**src/dilp_pkg.sv**
```systemverilog
// Shared types, constants and helper functions for the delimited integer list parser.
package dilp_pkg;

    localparam int MAX_VALUES = 1024;
    localparam int CNT_W      = (MAX_VALUES > 2) ? $clog2(MAX_VALUES) : 1;
    localparam int IDX_W      = 10;
    localparam int VALUE_W    = 32;
    localparam int CHAR_W     = 8;
    localparam int DIGIT_W    = 7;
    localparam int PROD_W     = 36;
    localparam int TDATA_W    = 48;
    localparam int APB_AW     = 3;

    localparam logic [CHAR_W-1:0] DELIM_RESET = 8'd44;
    localparam logic [CHAR_W-1:0] CH_NUL      = 8'd0;
    localparam logic [CHAR_W-1:0] CH_LF       = 8'd10;
    localparam logic [CHAR_W-1:0] CH_PLUS     = 8'd43;
    localparam logic [CHAR_W-1:0] CH_MINUS    = 8'd45;
    localparam logic [CHAR_W-1:0] CH_ZERO     = 8'd48;
    localparam logic [CHAR_W-1:0] CH_LOW_X    = 8'd120;
    localparam logic [CHAR_W-1:0] CH_UP_X     = 8'd88;

    localparam logic [DIGIT_W-1:0] DIGIT_NONE = 7'd99;

    localparam logic [APB_AW-1:0] ADDR_DELIM = 3'd0;

    localparam logic [VALUE_W-1:0] POS_LIMIT = 32'h7FFF_FFFF;
    localparam logic [VALUE_W-1:0] NEG_LIMIT = 32'h8000_0000;

    typedef enum logic [2:0] {
        PH_WS,
        PH_SIGN,
        PH_ZERO,
        PH_HEXPFX,
        PH_DIGITS,
        PH_STOP
    } phase_t;

    typedef enum logic [1:0] {
        RX_DEC,
        RX_OCT,
        RX_HEX
    } radix_t;

    typedef struct packed {
        phase_t               phase;
        logic                 neg;
        radix_t               radix;
        logic [VALUE_W-1:0]   acc;
        logic                 range_err;
    } tok_state_t;

    localparam tok_state_t TOK_CLEAR = '{
        phase:     PH_WS,
        neg:       1'b0,
        radix:     RX_DEC,
        acc:       '0,
        range_err: 1'b0
    };

    function automatic logic [DIGIT_W-1:0] digit_of(input logic [CHAR_W-1:0] c);
        logic [DIGIT_W-1:0] d;
        d = DIGIT_NONE;
        if (c inside {[8'd48:8'd57]}) begin
            d = DIGIT_W'(c - 8'd48);
        end else if (c inside {[8'd97:8'd122]}) begin
            d = DIGIT_W'(c - 8'd87);
        end else if (c inside {[8'd65:8'd90]}) begin
            d = DIGIT_W'(c - 8'd55);
        end
        return d;
    endfunction

    function automatic logic is_space(input logic [CHAR_W-1:0] c);
        return (c == 8'd32) || (c inside {[8'd9:8'd13]});
    endfunction

endpackage

```
**src/delimited_integer_list_parser.sv**
```systemverilog
// A result is registered as the delimiter or terminator leaves the input register.
// Throughput: one character item per cycle unless m_tready holds a result back; the input
// register and the result register let the next item in while a result waits for m_tready.
// Each character goes through one registered conversion step (shift-add of radix 8/10/16).
// Reset (aresetn low, synchronous): token state, value index and both valid flags clear;
// the delimiter returns to ','.
module delimited_integer_list_parser (
    input  logic                                aclk,
    input  logic                                aresetn,
    input  logic                                psel,
    input  logic                                penable,
    input  logic                                pwrite,
    input  logic [dilp_pkg::APB_AW-1:0]         paddr,
    input  logic [31:0]                         pwdata,
    output logic [31:0]                         prdata,
    output logic                                pready,
    input  logic                                s_tvalid,
    output logic                                s_tready,
    input  logic [dilp_pkg::CHAR_W-1:0]         s_tdata,   // [7:0] ch
    output logic                                m_tvalid,
    input  logic                                m_tready,
    output logic [dilp_pkg::TDATA_W-1:0]        m_tdata,   // [31:0] value, [41:32] value_index,
                                                           // [42] overflowed, [47:43] zero
    output logic                                m_tlast    // line_done
);

    logic [dilp_pkg::CHAR_W-1:0]   delim;

    logic                          in_valid_reg;
    logic                          in_valid_next;
    logic [dilp_pkg::CHAR_W-1:0]   ch_reg;

    dilp_pkg::tok_state_t          tok_reg;
    dilp_pkg::tok_state_t          tok_next;
    dilp_pkg::tok_state_t          fed;
    logic                          in_token_reg;
    logic                          in_token_next;
    logic [dilp_pkg::CNT_W-1:0]    cnt_reg;
    logic [dilp_pkg::CNT_W-1:0]    cnt_next;

    logic                          out_valid_reg;
    logic                          out_valid_next;
    logic [dilp_pkg::VALUE_W-1:0]  value_reg;
    logic [dilp_pkg::IDX_W-1:0]    index_reg;
    logic                          done_reg;
    logic                          ovf_reg;

    logic                          proc_fire;
    logic                          is_term;
    logic                          is_delim;
    logic                          emit;
    logic [dilp_pkg::VALUE_W-1:0]  emit_value;
    logic [dilp_pkg::CNT_W+dilp_pkg::IDX_W-1:0] cnt_ext;

    dilp_cfg u_cfg (
        .aclk    (aclk),
        .aresetn (aresetn),
        .psel    (psel),
        .penable (penable),
        .pwrite  (pwrite),
        .paddr   (paddr),
        .pwdata  (pwdata),
        .prdata  (prdata),
        .pready  (pready),
        .delim   (delim)
    );

    dilp_feed u_feed (
        .ch  (ch_reg),
        .cur (tok_reg),
        .nxt (fed)
    );

    assign proc_fire = in_valid_reg && (!out_valid_reg || m_tready);
    assign s_tready  = !in_valid_reg || proc_fire;

    assign is_term  = (ch_reg == dilp_pkg::CH_NUL) || (ch_reg == dilp_pkg::CH_LF);
    assign is_delim = (ch_reg == delim);
    assign emit     = proc_fire && in_token_reg && (is_term || is_delim);

    always_comb begin
        if (tok_reg.range_err) begin
            emit_value = tok_reg.neg ? dilp_pkg::NEG_LIMIT : dilp_pkg::POS_LIMIT;
        end else if (tok_reg.neg) begin
            emit_value = '0 - tok_reg.acc;
        end else begin
            emit_value = tok_reg.acc;
        end
    end

    assign cnt_ext = {{dilp_pkg::IDX_W{1'b0}}, cnt_reg};

    always_comb begin
        in_valid_next = in_valid_reg;
        if (s_tvalid && s_tready) begin
            in_valid_next = 1'b1;
        end else if (proc_fire) begin
            in_valid_next = 1'b0;
        end
    end

    always_comb begin
        tok_next      = tok_reg;
        in_token_next = in_token_reg;
        cnt_next      = cnt_reg;
        if (proc_fire) begin
            if (is_term) begin
                tok_next      = dilp_pkg::TOK_CLEAR;
                in_token_next = 1'b0;
                cnt_next      = '0;
            end else if (is_delim) begin
                tok_next      = dilp_pkg::TOK_CLEAR;
                in_token_next = 1'b0;
                if (in_token_reg) begin
                    // wrap the index after the last slot of a line
                    if (cnt_reg == dilp_pkg::CNT_W'(dilp_pkg::MAX_VALUES - 1)) begin
                        cnt_next = '0;
                    end else begin
                        cnt_next = cnt_reg + dilp_pkg::CNT_W'(1);
                    end
                end
            end else begin
                tok_next      = fed;
                in_token_next = 1'b1;
            end
        end
    end

    always_comb begin
        out_valid_next = out_valid_reg;
        if (emit) begin
            out_valid_next = 1'b1;
        end else if (m_tready) begin
            out_valid_next = 1'b0;
        end
    end

    always_ff @(posedge aclk) begin
        if (!aresetn) begin
            in_valid_reg  <= 1'b0;
            tok_reg       <= dilp_pkg::TOK_CLEAR;
            in_token_reg  <= 1'b0;
            cnt_reg       <= '0;
            out_valid_reg <= 1'b0;
        end else begin
            in_valid_reg  <= in_valid_next;
            tok_reg       <= tok_next;
            in_token_reg  <= in_token_next;
            cnt_reg       <= cnt_next;
            out_valid_reg <= out_valid_next;
        end
    end

    always_ff @(posedge aclk) begin
        if (s_tvalid && s_tready) begin
            ch_reg <= s_tdata;
        end
        if (emit) begin
            value_reg <= emit_value;
            index_reg <= cnt_ext[dilp_pkg::IDX_W-1:0];
            done_reg  <= is_term;
            ovf_reg   <= tok_reg.range_err;
        end
    end

    assign m_tvalid = out_valid_reg;
    assign m_tlast  = done_reg;
    assign m_tdata  = {{(dilp_pkg::TDATA_W - dilp_pkg::VALUE_W - dilp_pkg::IDX_W - 1){1'b0}},
                       ovf_reg, index_reg, value_reg};

endmodule

```
**src/dilp_cfg.sv**
```systemverilog
// APB register file holding the delimiter character.
module dilp_cfg (
    input  logic                                aclk,
    input  logic                                aresetn,
    input  logic                                psel,
    input  logic                                penable,
    input  logic                                pwrite,
    input  logic [dilp_pkg::APB_AW-1:0]         paddr,
    input  logic [31:0]                         pwdata,
    output logic [31:0]                         prdata,
    output logic                                pready,
    output logic [dilp_pkg::CHAR_W-1:0]         delim
);

    logic [dilp_pkg::CHAR_W-1:0] delim_reg;
    logic [dilp_pkg::CHAR_W-1:0] delim_next;

    assign pready = 1'b1;

    always_comb begin
        delim_next = delim_reg;
        if (psel && penable && pwrite && pready && (paddr == dilp_pkg::ADDR_DELIM)) begin
            delim_next = pwdata[dilp_pkg::CHAR_W-1:0];
        end
    end

    always_ff @(posedge aclk) begin
        if (!aresetn) begin
            delim_reg <= dilp_pkg::DELIM_RESET;
        end else begin
            delim_reg <= delim_next;
        end
    end

    always_comb begin
        prdata = '0;
        if (paddr == dilp_pkg::ADDR_DELIM) begin
            prdata = {{(32 - dilp_pkg::CHAR_W){1'b0}}, delim_reg};
        end
    end

    assign delim = delim_reg;

endmodule

```
**src/dilp_feed.sv**
```systemverilog
// Per-character conversion step: whitespace, sign, radix prefix and digit accumulation.
module dilp_feed (
    input  logic [dilp_pkg::CHAR_W-1:0] ch,
    input  dilp_pkg::tok_state_t        cur,
    output dilp_pkg::tok_state_t        nxt
);

    logic [dilp_pkg::DIGIT_W-1:0] d;
    logic [dilp_pkg::DIGIT_W-1:0] radix_val;
    logic [dilp_pkg::PROD_W-1:0]  acc_ext;
    logic [dilp_pkg::PROD_W-1:0]  scaled;
    logic [dilp_pkg::PROD_W-1:0]  sum;
    logic [dilp_pkg::PROD_W-1:0]  limit;
    logic                         first_digit;

    assign d       = dilp_pkg::digit_of(ch);
    assign acc_ext = {{(dilp_pkg::PROD_W - dilp_pkg::VALUE_W){1'b0}}, cur.acc};
    assign limit   = cur.neg
                   ? {{(dilp_pkg::PROD_W - dilp_pkg::VALUE_W){1'b0}}, dilp_pkg::NEG_LIMIT}
                   : {{(dilp_pkg::PROD_W - dilp_pkg::VALUE_W){1'b0}}, dilp_pkg::POS_LIMIT};

    always_comb begin
        case (cur.radix)
            dilp_pkg::RX_OCT: begin
                radix_val = 7'd8;
                scaled    = acc_ext << 3;
            end
            dilp_pkg::RX_HEX: begin
                radix_val = 7'd16;
                scaled    = acc_ext << 4;
            end
            default: begin
                radix_val = 7'd10;
                scaled    = (acc_ext << 3) + (acc_ext << 1);
            end
        endcase
    end

    assign sum = scaled + {{(dilp_pkg::PROD_W - dilp_pkg::DIGIT_W){1'b0}}, d};

    always_comb begin
        nxt         = cur;
        first_digit = 1'b0;
        case (cur.phase)
            dilp_pkg::PH_WS: begin
                if (dilp_pkg::is_space(ch)) begin
                    nxt = cur;
                end else if ((ch == dilp_pkg::CH_PLUS) || (ch == dilp_pkg::CH_MINUS)) begin
                    nxt.neg   = (ch == dilp_pkg::CH_MINUS);
                    nxt.phase = dilp_pkg::PH_SIGN;
                end else begin
                    first_digit = 1'b1;
                end
            end
            dilp_pkg::PH_SIGN: begin
                first_digit = 1'b1;
            end
            dilp_pkg::PH_ZERO: begin
                if ((ch == dilp_pkg::CH_LOW_X) || (ch == dilp_pkg::CH_UP_X)) begin
                    nxt.phase = dilp_pkg::PH_HEXPFX;
                end else if (d < 7'd8) begin
                    nxt.radix = dilp_pkg::RX_OCT;
                    nxt.acc   = {{(dilp_pkg::VALUE_W - dilp_pkg::DIGIT_W){1'b0}}, d};
                    nxt.phase = dilp_pkg::PH_DIGITS;
                end else begin
                    nxt.phase = dilp_pkg::PH_STOP;
                end
            end
            dilp_pkg::PH_HEXPFX: begin
                if (d < 7'd16) begin
                    nxt.radix = dilp_pkg::RX_HEX;
                    nxt.acc   = {{(dilp_pkg::VALUE_W - dilp_pkg::DIGIT_W){1'b0}}, d};
                    nxt.phase = dilp_pkg::PH_DIGITS;
                end else begin
                    nxt.phase = dilp_pkg::PH_STOP;
                end
            end
            dilp_pkg::PH_DIGITS: begin
                if (d < radix_val) begin
                    // once saturated, swallow the remaining digits
                    if (!cur.range_err) begin
                        if (sum > limit) begin
                            nxt.range_err = 1'b1;
                        end else begin
                            nxt.acc = sum[dilp_pkg::VALUE_W-1:0];
                        end
                    end
                end else begin
                    nxt.phase = dilp_pkg::PH_STOP;
                end
            end
            default: begin
                nxt.phase = dilp_pkg::PH_STOP;
            end
        endcase

        if (first_digit) begin
            if (ch == dilp_pkg::CH_ZERO) begin
                nxt.phase = dilp_pkg::PH_ZERO;
            end else if ((d >= 7'd1) && (d <= 7'd9)) begin
                nxt.radix = dilp_pkg::RX_DEC;
                nxt.acc   = {{(dilp_pkg::VALUE_W - dilp_pkg::DIGIT_W){1'b0}}, d};
                nxt.phase = dilp_pkg::PH_DIGITS;
            end else begin
                nxt.phase = dilp_pkg::PH_STOP;
            end
        end
    end

endmodule

```
**config.mk**
```make
export PLATFORM = sky130hd
export DESIGN_NAME = delimited_integer_list_parser
export DESIGN_NICKNAME = d
export VERILOG_FILES = /design/src/dilp_pkg.sv /design/src/delimited_integer_list_parser.sv /design/src/dilp_cfg.sv /design/src/dilp_feed.sv
export SDC_FILE = /design/constraint.sdc
export NUM_CORES = 1
export LEC_CHECK = 0
export ABC_AREA = 1
export BUFFER_PORTS_ARGS = -buffer_cell sky130_fd_sc_hd__clkbuf_2
export CORE_ASPECT_RATIO = 0.9
export CORE_MARGIN = 4
export CORE_UTILIZATION = 37
export CTS_CLUSTER_SIZE = 24
export DETAILED_ROUTE_END_ITERATION = 6
export HOLD_SLACK_MARGIN = 0.03
export PLACE_DENSITY = 0.59
export SYNTH_ARGS = -nofsm -noshare
export SYNTH_HDL_FRONTEND = slang
export SYNTH_SLANG_ARGS = --single-unit
```
**constraint.sdc**
```tcl
create_clock -name aclk -period 6.9 [get_ports aclk]
set_input_delay 0.69 -clock aclk [delete_from_list [all_inputs] [get_ports aclk]]
set_output_delay 0.69 -clock aclk [all_outputs]
set_load 0.1 [all_outputs]
```
# Yosys cells after proc, flatten, opt, wreduce, memory -nomap -nowiden
# Index checks and enable logic that the tools add are counted.
[totals]
wordCells = 141
register_bits = 112
inputBits = 50
[op_classes]
n_reduce_logical = 36
magnitude_cmp = 14
addsub = 7
n_eq_ne = 20
mux = 49
[op_table]
columns = ["operator", "n"]
rows = [
  ["34-bit 2-to-1 mux", 6],
  ["32-bit 2-to-1 mux", 5],
  ["32-bit case mux with 3 select lines", 1],
  ["39-bit 2-to-1 mux", 2],
  ["36-bit case mux with 2 select lines", 1],
  ["33-bit 2-to-1 mux", 2],
  ["10-bit 2-to-1 mux", 4],
  ["35-bit by 33-bit adder with 36-bit output", 1],
  ["36-bit by 7-bit adder with 36-bit output", 1],
  ["36-bit greater-than comparator", 1],
  ["8-bit by 6-bit == test with 1-bit output, second input constant", 4],
  ["1-bit by 32-bit subtractor with 32-bit output, first input constant", 1],
  ["7-bit 2-to-1 mux", 3],
  ["8-bit by 7-bit == test with 1-bit output, second input constant", 2],
  ["8-bit by 7-bit greater-or-equal comparator with 1-bit output, second input constant", 2],
  ["8-bit by 7-bit <= comparator with 1-bit output, second input constant", 2],
  ["3-bit case mux with 5 select lines", 1],
  ["1-bit 2-to-1 mux", 14],
  ["7-bit by 6-bit subtractor with 7-bit output, second input constant", 2],
  ["1-bit logical AND", 12],
  ["3-bit 2-to-1 mux", 4],
  ["3-bit nonzero test", 4],
  ["10-bit by 1-bit adder with 10-bit output, second input constant", 1],
  ["10-bit == test, second input constant", 1],
  ["other kinds (34)", 49],
]

# Depth between registers and ports, before layout
[logic_depth]
depth_word = 16
mapped_depth = 46
ltp_nobuf = 46

# Cells and area by module
# From an unflattened synthesis, not the netlist that was laid out.
[unflattened]
hier_cells = 2190
area_unflattened_um2 = 13020.0
[by_module_without_submodules]
columns = ["module", "cells_per_inst", "seq_area_each_um2", "area_per_inst_um2", "n_inst"]
rows = [
  ["dilp_feed", 1445, 0.0, 7200.7, 1],
  ["delimited_integer_list_parser", 649, 2602.5, 5182.5, 1],
  ["dilp_cfg", 96, 160.2, 636.9, 1],
]

# Worst setup path after synthesis
# OpenSTA, ideal clock, no wires.
[synth_timing]
kind = "reg2reg"
from = "register ch_reg[0] (netlist bit)"
to = "register tok_reg[24] (netlist bit)"
path_buffers = 1
path_slack_ns = 1.605
arrival_ns = 5.225
path_stages_with_launch = 42
synth_period_minus_slack_ns = 5.295
setup_time_ns = 0.070
cell_sequence = "edfxtp_1 -> inv_1 -> ha_1 -> inv_1 -> o21ai_0 -> nor2_1 -> nor2_1 -> nand2_2 -> o21ai_2 -> inv_1 -> ha_1 -> fa_1 -> nand2_1 -> inv_1 -> nand2_1 -> nand2_1 -> a21boi_0 -> nor2_1 -> (+6 left out) -> xnor2_1 -> ha_1 -> a21oi_1 -> o21a_1 -> o221a_2 -> nand2_1 -> nand2_1 -> nand2_1 -> a21oi_1 -> nand3_4 -> nor2_8 -> nand3_4 -> clkinv_2 -> buf_6 -> nand2_2 -> o21ai_2 -> nand2_1 -> a21oi_2"
[synth_between]
elab_chain_cells = 16
[synth_rtl]
columns = ["item", "line_no", "text"]
rows = [
  ["start: declaration", "delimited_integer_list_parser.sv:31", "logic [dilp_pkg::CHAR_W-1:0] ch_reg;"],
  ["start signal: assignment", "delimited_integer_list_parser.sv:156", "ch_reg <= s_tdata;"],
  ["8-bit by 7-bit greater-or-equal comparator with 1-bit output / 8-bit by 7-bit <= comparator with 1-bit output (equally long branches)", "dilp_pkg.sv:68", "end else if (c inside {[8'd65:8'd90]}) begin"],
  ["1-bit logical AND", "dilp_pkg.sv:68", ""],
  ["7-bit 2-to-1 mux", "dilp_pkg.sv:68", ""],
  ["7-bit 2-to-1 mux", "dilp_pkg.sv:66", "end else if (c inside {[8'd97:8'd122]}) begin"],
  ["7-bit 2-to-1 mux", "dilp_pkg.sv:64", "if (c inside {[8'd48:8'd57]}) begin"],
  ["36-bit by 7-bit adder with 36-bit output", "dilp_feed.sv:39", "assign sum = scaled + {{(dilp_pkg::PROD_W - dilp_pkg::DIGIT_W){1'b0}}, d};"],
  ["36-bit greater-than comparator", "dilp_feed.sv:82", "if (sum > limit) begin"],
  ["32-bit 2-to-1 mux", "dilp_feed.sv:82", ""],
  ["33-bit 2-to-1 mux", "dilp_feed.sv:81", "if (!cur.range_err) begin"],
  ["33-bit 2-to-1 mux", "dilp_feed.sv:79", "if (d < radix_val) begin"],
  ["32-bit case mux with 3 select lines", "dilp_feed.sv:44", "case (cur.phase)"],
  ["34-bit 2-to-1 mux", "dilp_feed.sv:100", "end else if ((d >= 7'd1) && (d <= 7'd9)) begin"],
  ["34-bit 2-to-1 mux", "dilp_feed.sv:98", "if (ch == dilp_pkg::CH_ZERO) begin"],
  ["34-bit 2-to-1 mux", "dilp_feed.sv:97", "if (first_digit) begin"],
  ["39-bit 2-to-1 mux", "delimited_integer_list_parser.sv:111", "end else if (is_delim) begin"],
  ["39-bit 2-to-1 mux (*)", "delimited_integer_list_parser.sv:107", "if (is_term) begin"],
  ["end signal: assignment", "delimited_integer_list_parser.sv:141", "tok_reg <= dilp_pkg::TOK_CLEAR;"],
  ["end signal: assignment", "delimited_integer_list_parser.sv:147", "tok_reg <= tok_next;"],
  ["end: declaration", "delimited_integer_list_parser.sv:33", "dilp_pkg::tok_state_t tok_reg;"],
]
# Every way passes the cells marked *; elsewhere a longest branch is shown, timed or not. The select of a mux whose other input is x is not followed.
# A chain may end at the register's enable or synchronous reset.

# Final worst setup path
[layout_timing]
from = "register ch_reg[0] (netlist bit)"
to = "register tok_reg[13] (netlist bit)"
# Same word-level chain as after synthesis.

==> flow_summary_export.csv <==
group,metric,value,unit
worst_setup_path,worst_setup_path_end_kind,"flop",
synthesis,synth.top_cells.by_count,"nand2_1, inv_1, nor2_1, a21oi_1, nand3_1",
clock_tree,hold_buffers,0,
pwr,internal_power,0.00105,W
clock_tree,cts_tree,"done",
synthesis,yosysTopAreaCell,"nand2_1",
pwr,powerDensity,121,mW/mm2
detailed_routing,wl_per_cell,15.9,um
sta,setup_viol_count_final,0,
sta,drv_slew,0,
worst_setup_path,cp.arrival,6.54,ns
final_layout,nets,2038,
synthesis,ys.flop_type,"dfxtp_1",
clock_tree,cts_buffer_depth,2,
clock_tree,numCtsBuffers,9,
sta,rsz0062_at_grt,"no",
synthesis,yosysUniqueCellTypes,59,
global_routing,grt_pass1_vias,10700,
sta,fin_crit_sh,91.2,%
detailed_routing,vias_per_cell,5.17,
floorplanning,boundaryPins,134,
sta,slew_headroom,28.9,%
worst_setup_path,slowest_delay,0.47,ns
sta,period_needed,6.29,ns
final_layout,stdcell_count,2318,
detailed_routing,ant_nets,0,
flow_run,maxCapViolCount,0,
synthesis,synth-seq-area-share,23.8,%
synthesis,syn_area_per_cell,6.36,um2
floorplanning,die_w,195,um
placed_design,hpwlAfterDp,29100,um
pwr,netSwitchingFraction,32.1,%
clock_tree,cts.reportedPaths.clkPinSlew,0.08,ns
final_layout,fillers,3302,
sta,hold_viol,0,
clock_tree,htree_levels,3,
pwr,total_power,0.00155,W
placed_design,dp_cells,2290,
pwr,peakVddDrop,0.112,mV
detailed_routing,remaining_drc_errors,0,
global_routing,grtUsageTotal,20.9,%
min_path,min_to,"index_reg[9]",
worst_setup_path,criticalPathCategory,"reg2reg",
worst_setup_path,start_kind,"flop",
global_routing,overflow,0,
worst_setup_path,crit_path_max_fanout,14,
synthesis,synth_top_cells_by_area,"nand2_1, edfxtp_1, dfxtp_1",
final_layout,area_growth,10.3,%
final_layout,largest_reg_flops,39,
clock_tree,cts_num_sinks,112,
detailed_routing,routed_wl,36700,um
placed_design,gp_congestion,0.943,
global_routing,grt_pass1_wl,58200,um
floorplanning,initial_core_util,37.6,%
min_path,hold_start,"cnt_reg[9]",
final_layout,drive_above_1_share,13.0,%
min_path,hold_path_depth,0,
min_path,timing.hold.worst.class,"reg2reg",
detailed_routing,drt_iter0_drc,1032,
sta,max_freq,159,MHz
detailed_routing,vias,12000,
sta,fin_skew,0.0180,ns
worst_setup_path,critical-path-top-delay-family,"simple AND/OR/NAND/NOR gates",
worst_setup_path,crit_slowest_cell,"edfxtp_1",
final_layout,diodes,0,
synthesis,yosysWarnings,0,
synthesis,netlist_area,0.0116,mm2
floorplanning,fp.coreArea,0.0309,mm2
detailed_routing,drt_first_pass_iters,7,
synthesis,ys_seq_elements,112,
worst_setup_path,crit_buf_inv,5,
worst_setup_path,required,7.15,ns
sta,setup_tns,0,ns
synthesis,synth_edf_count,52,
worst_setup_path,r2r_slack,0.61,ns
worst_setup_path,timing.rr.start,"ch_reg[0]",
pwr,p_sw,0.000498,W
pwr,power_frac_seq,45.6,%
worst_setup_path,cpMostUsedCell,"nand2_1",
pwr,pwr-share-clk,36.4,%
global_routing,grt_max_degree,48,
worst_setup_path,r2r_end,"tok_reg[13]",
synthesis,yosysTopAreaCellShare,16.5,%
clock_tree,cts_root_buffer,"clkbuf_16",
pwr,power_leakage,6.29,nW
floorplanning,dieHeight,176,um
status,status,"finished clean",
sta,max_slew.worst_pin.slew,1.06,ns
synthesis,async_reset_ff_share,0,%
synthesis,syn_inst,1828,
pwr,power.share.combinational,18.0,%
synthesis,synth.most_common_cell,"nand2_1",
global_routing,antenna_found_initial,0,
floorplanning,dieArea,0.0343,mm2
clock_tree,clk_latency,0.38,ns
floorplanning,row_count,61,
placed_design,port_buffers,79,
worst_setup_path,ff2ff_path_depth,36,
power groups by stage:
stage                     sequential, W  combinational (W)  clock, W
final                          0.000708           0.000279  0.000565
after global routing           0.000710           0.000307  0.000604
after detailed placement       0.000725           0.000268         0
after global placement         0.000725           0.000266         0
after CTS                      0.000709           0.000269  0.000581
after floorplan                0.000720           0.000225         0
worst max path at each step:
stage,endpoint,startpoint,depth (start not counted)
2_1_floorplan,tok_reg[24],ch_reg[0],41
3_3_place_gp,tok_reg[29],ch_reg[0],42
6_report,tok_reg[13],ch_reg[0],36
3_5_place_dp,tok_reg[30],ch_reg[4],42
4_1_cts,tok_reg[1],ch_reg[4],41
5_1_grt,tok_reg[28],ch_reg[0],40
stage by stage:
step | worst slack [ns] | hold slack, ns | cell area, um2 | utilization, %
6_report | 0.609 | 0.442 | 12800 | 41.5
5_1_grt | 0.00356 | 0.452 | 12800 | 41.5
4_1_cts | 0.227 | 0.441 | 12700 | 41.0
3_5_place_dp | 0.268 | 0.421 | 12400 | 40.0
3_3_place_gp | 0.299 | 0.420 | 12400 | 40.0
2_1_floorplan | 1.61 | 0.406 | 11700 | -
cell type report:
class / instances / area, um2 / share of cell area [%]
Inverter: 300 / 1140 / 8.88
Clock inverter: 6 / 88.8 / 0.693
Multi-Input combinational cell: 1373 / 7460 / 58.2
Tap cell: 409 / 512 / 3.99
Clock buffer: 10 / 229 / 1.79
Sequential cell: 112 / 2760 / 21.6
Timing Repair Buffer: 108 / 626 / 4.88
layer usage:
| metal | part of all wire [%] | global-route usage (%) |
|---|---|---|
| met5 | 0 | 0 |
| met4 | 1.4 | 4.28 |
| met3 | 7.0 | 2.33 |
| met2 | 43 | 33.3 |
| met1 | 48 | 30.9 |
placed cells by master (no fill, tap or decap), types with 9 or more instances in the layout:
| master | instances |
|---|---|
| a21oi_1 | 108 |
| a21oi_2 | 12 |
| buf_4 | 28 |
| clkbuf_16 | 9 |
| clkbuf_2 | 79 |
| conb_1 | 30 |
| dfxtp_1 | 59 |
| edfxtp_1 | 52 |
| ha_1 | 82 |
| inv_1 | 272 |
| inv_2 | 23 |
| nand2_1 | 512 |
| nand2_2 | 25 |
| nand3_1 | 107 |
| nand4_1 | 27 |
| nor2_1 | 152 |
| nor2_2 | 23 |
| nor3_1 | 28 |
| o21ai_0 | 61 |
| o21ai_1 | 15 |
| o21ai_2 | 11 |
| o221ai_1 | 20 |
| o22ai_1 | 14 |
| xnor2_1 | 14 |
| xor2_1 | 52 |
logic make-up (layout without fill, tap and decap cells):
| family | after synthesis | in the layout | synth area share (%) |
|---|---|---|---|
| compound gates | 277 | 277 | 14.4 |
| simple gates | 915 | 916 | 34.3 |
| buf+inv | 372 | 424 | 13.4 |
| other cells | 2 | 30 | 0.0646 |
| flops | 112 | 112 | 23.8 |
| fa+ha+maj | 84 | 84 | 9.17 |
| xor+xnor | 66 | 66 | 4.97 |
what timing repair did:
item,4_1_cts,5_1_grt
gates resized for setup,0,12
endpoints found under the setup margin,0,32
setup buffers,0,11
(Power assumes the default switching activity.)
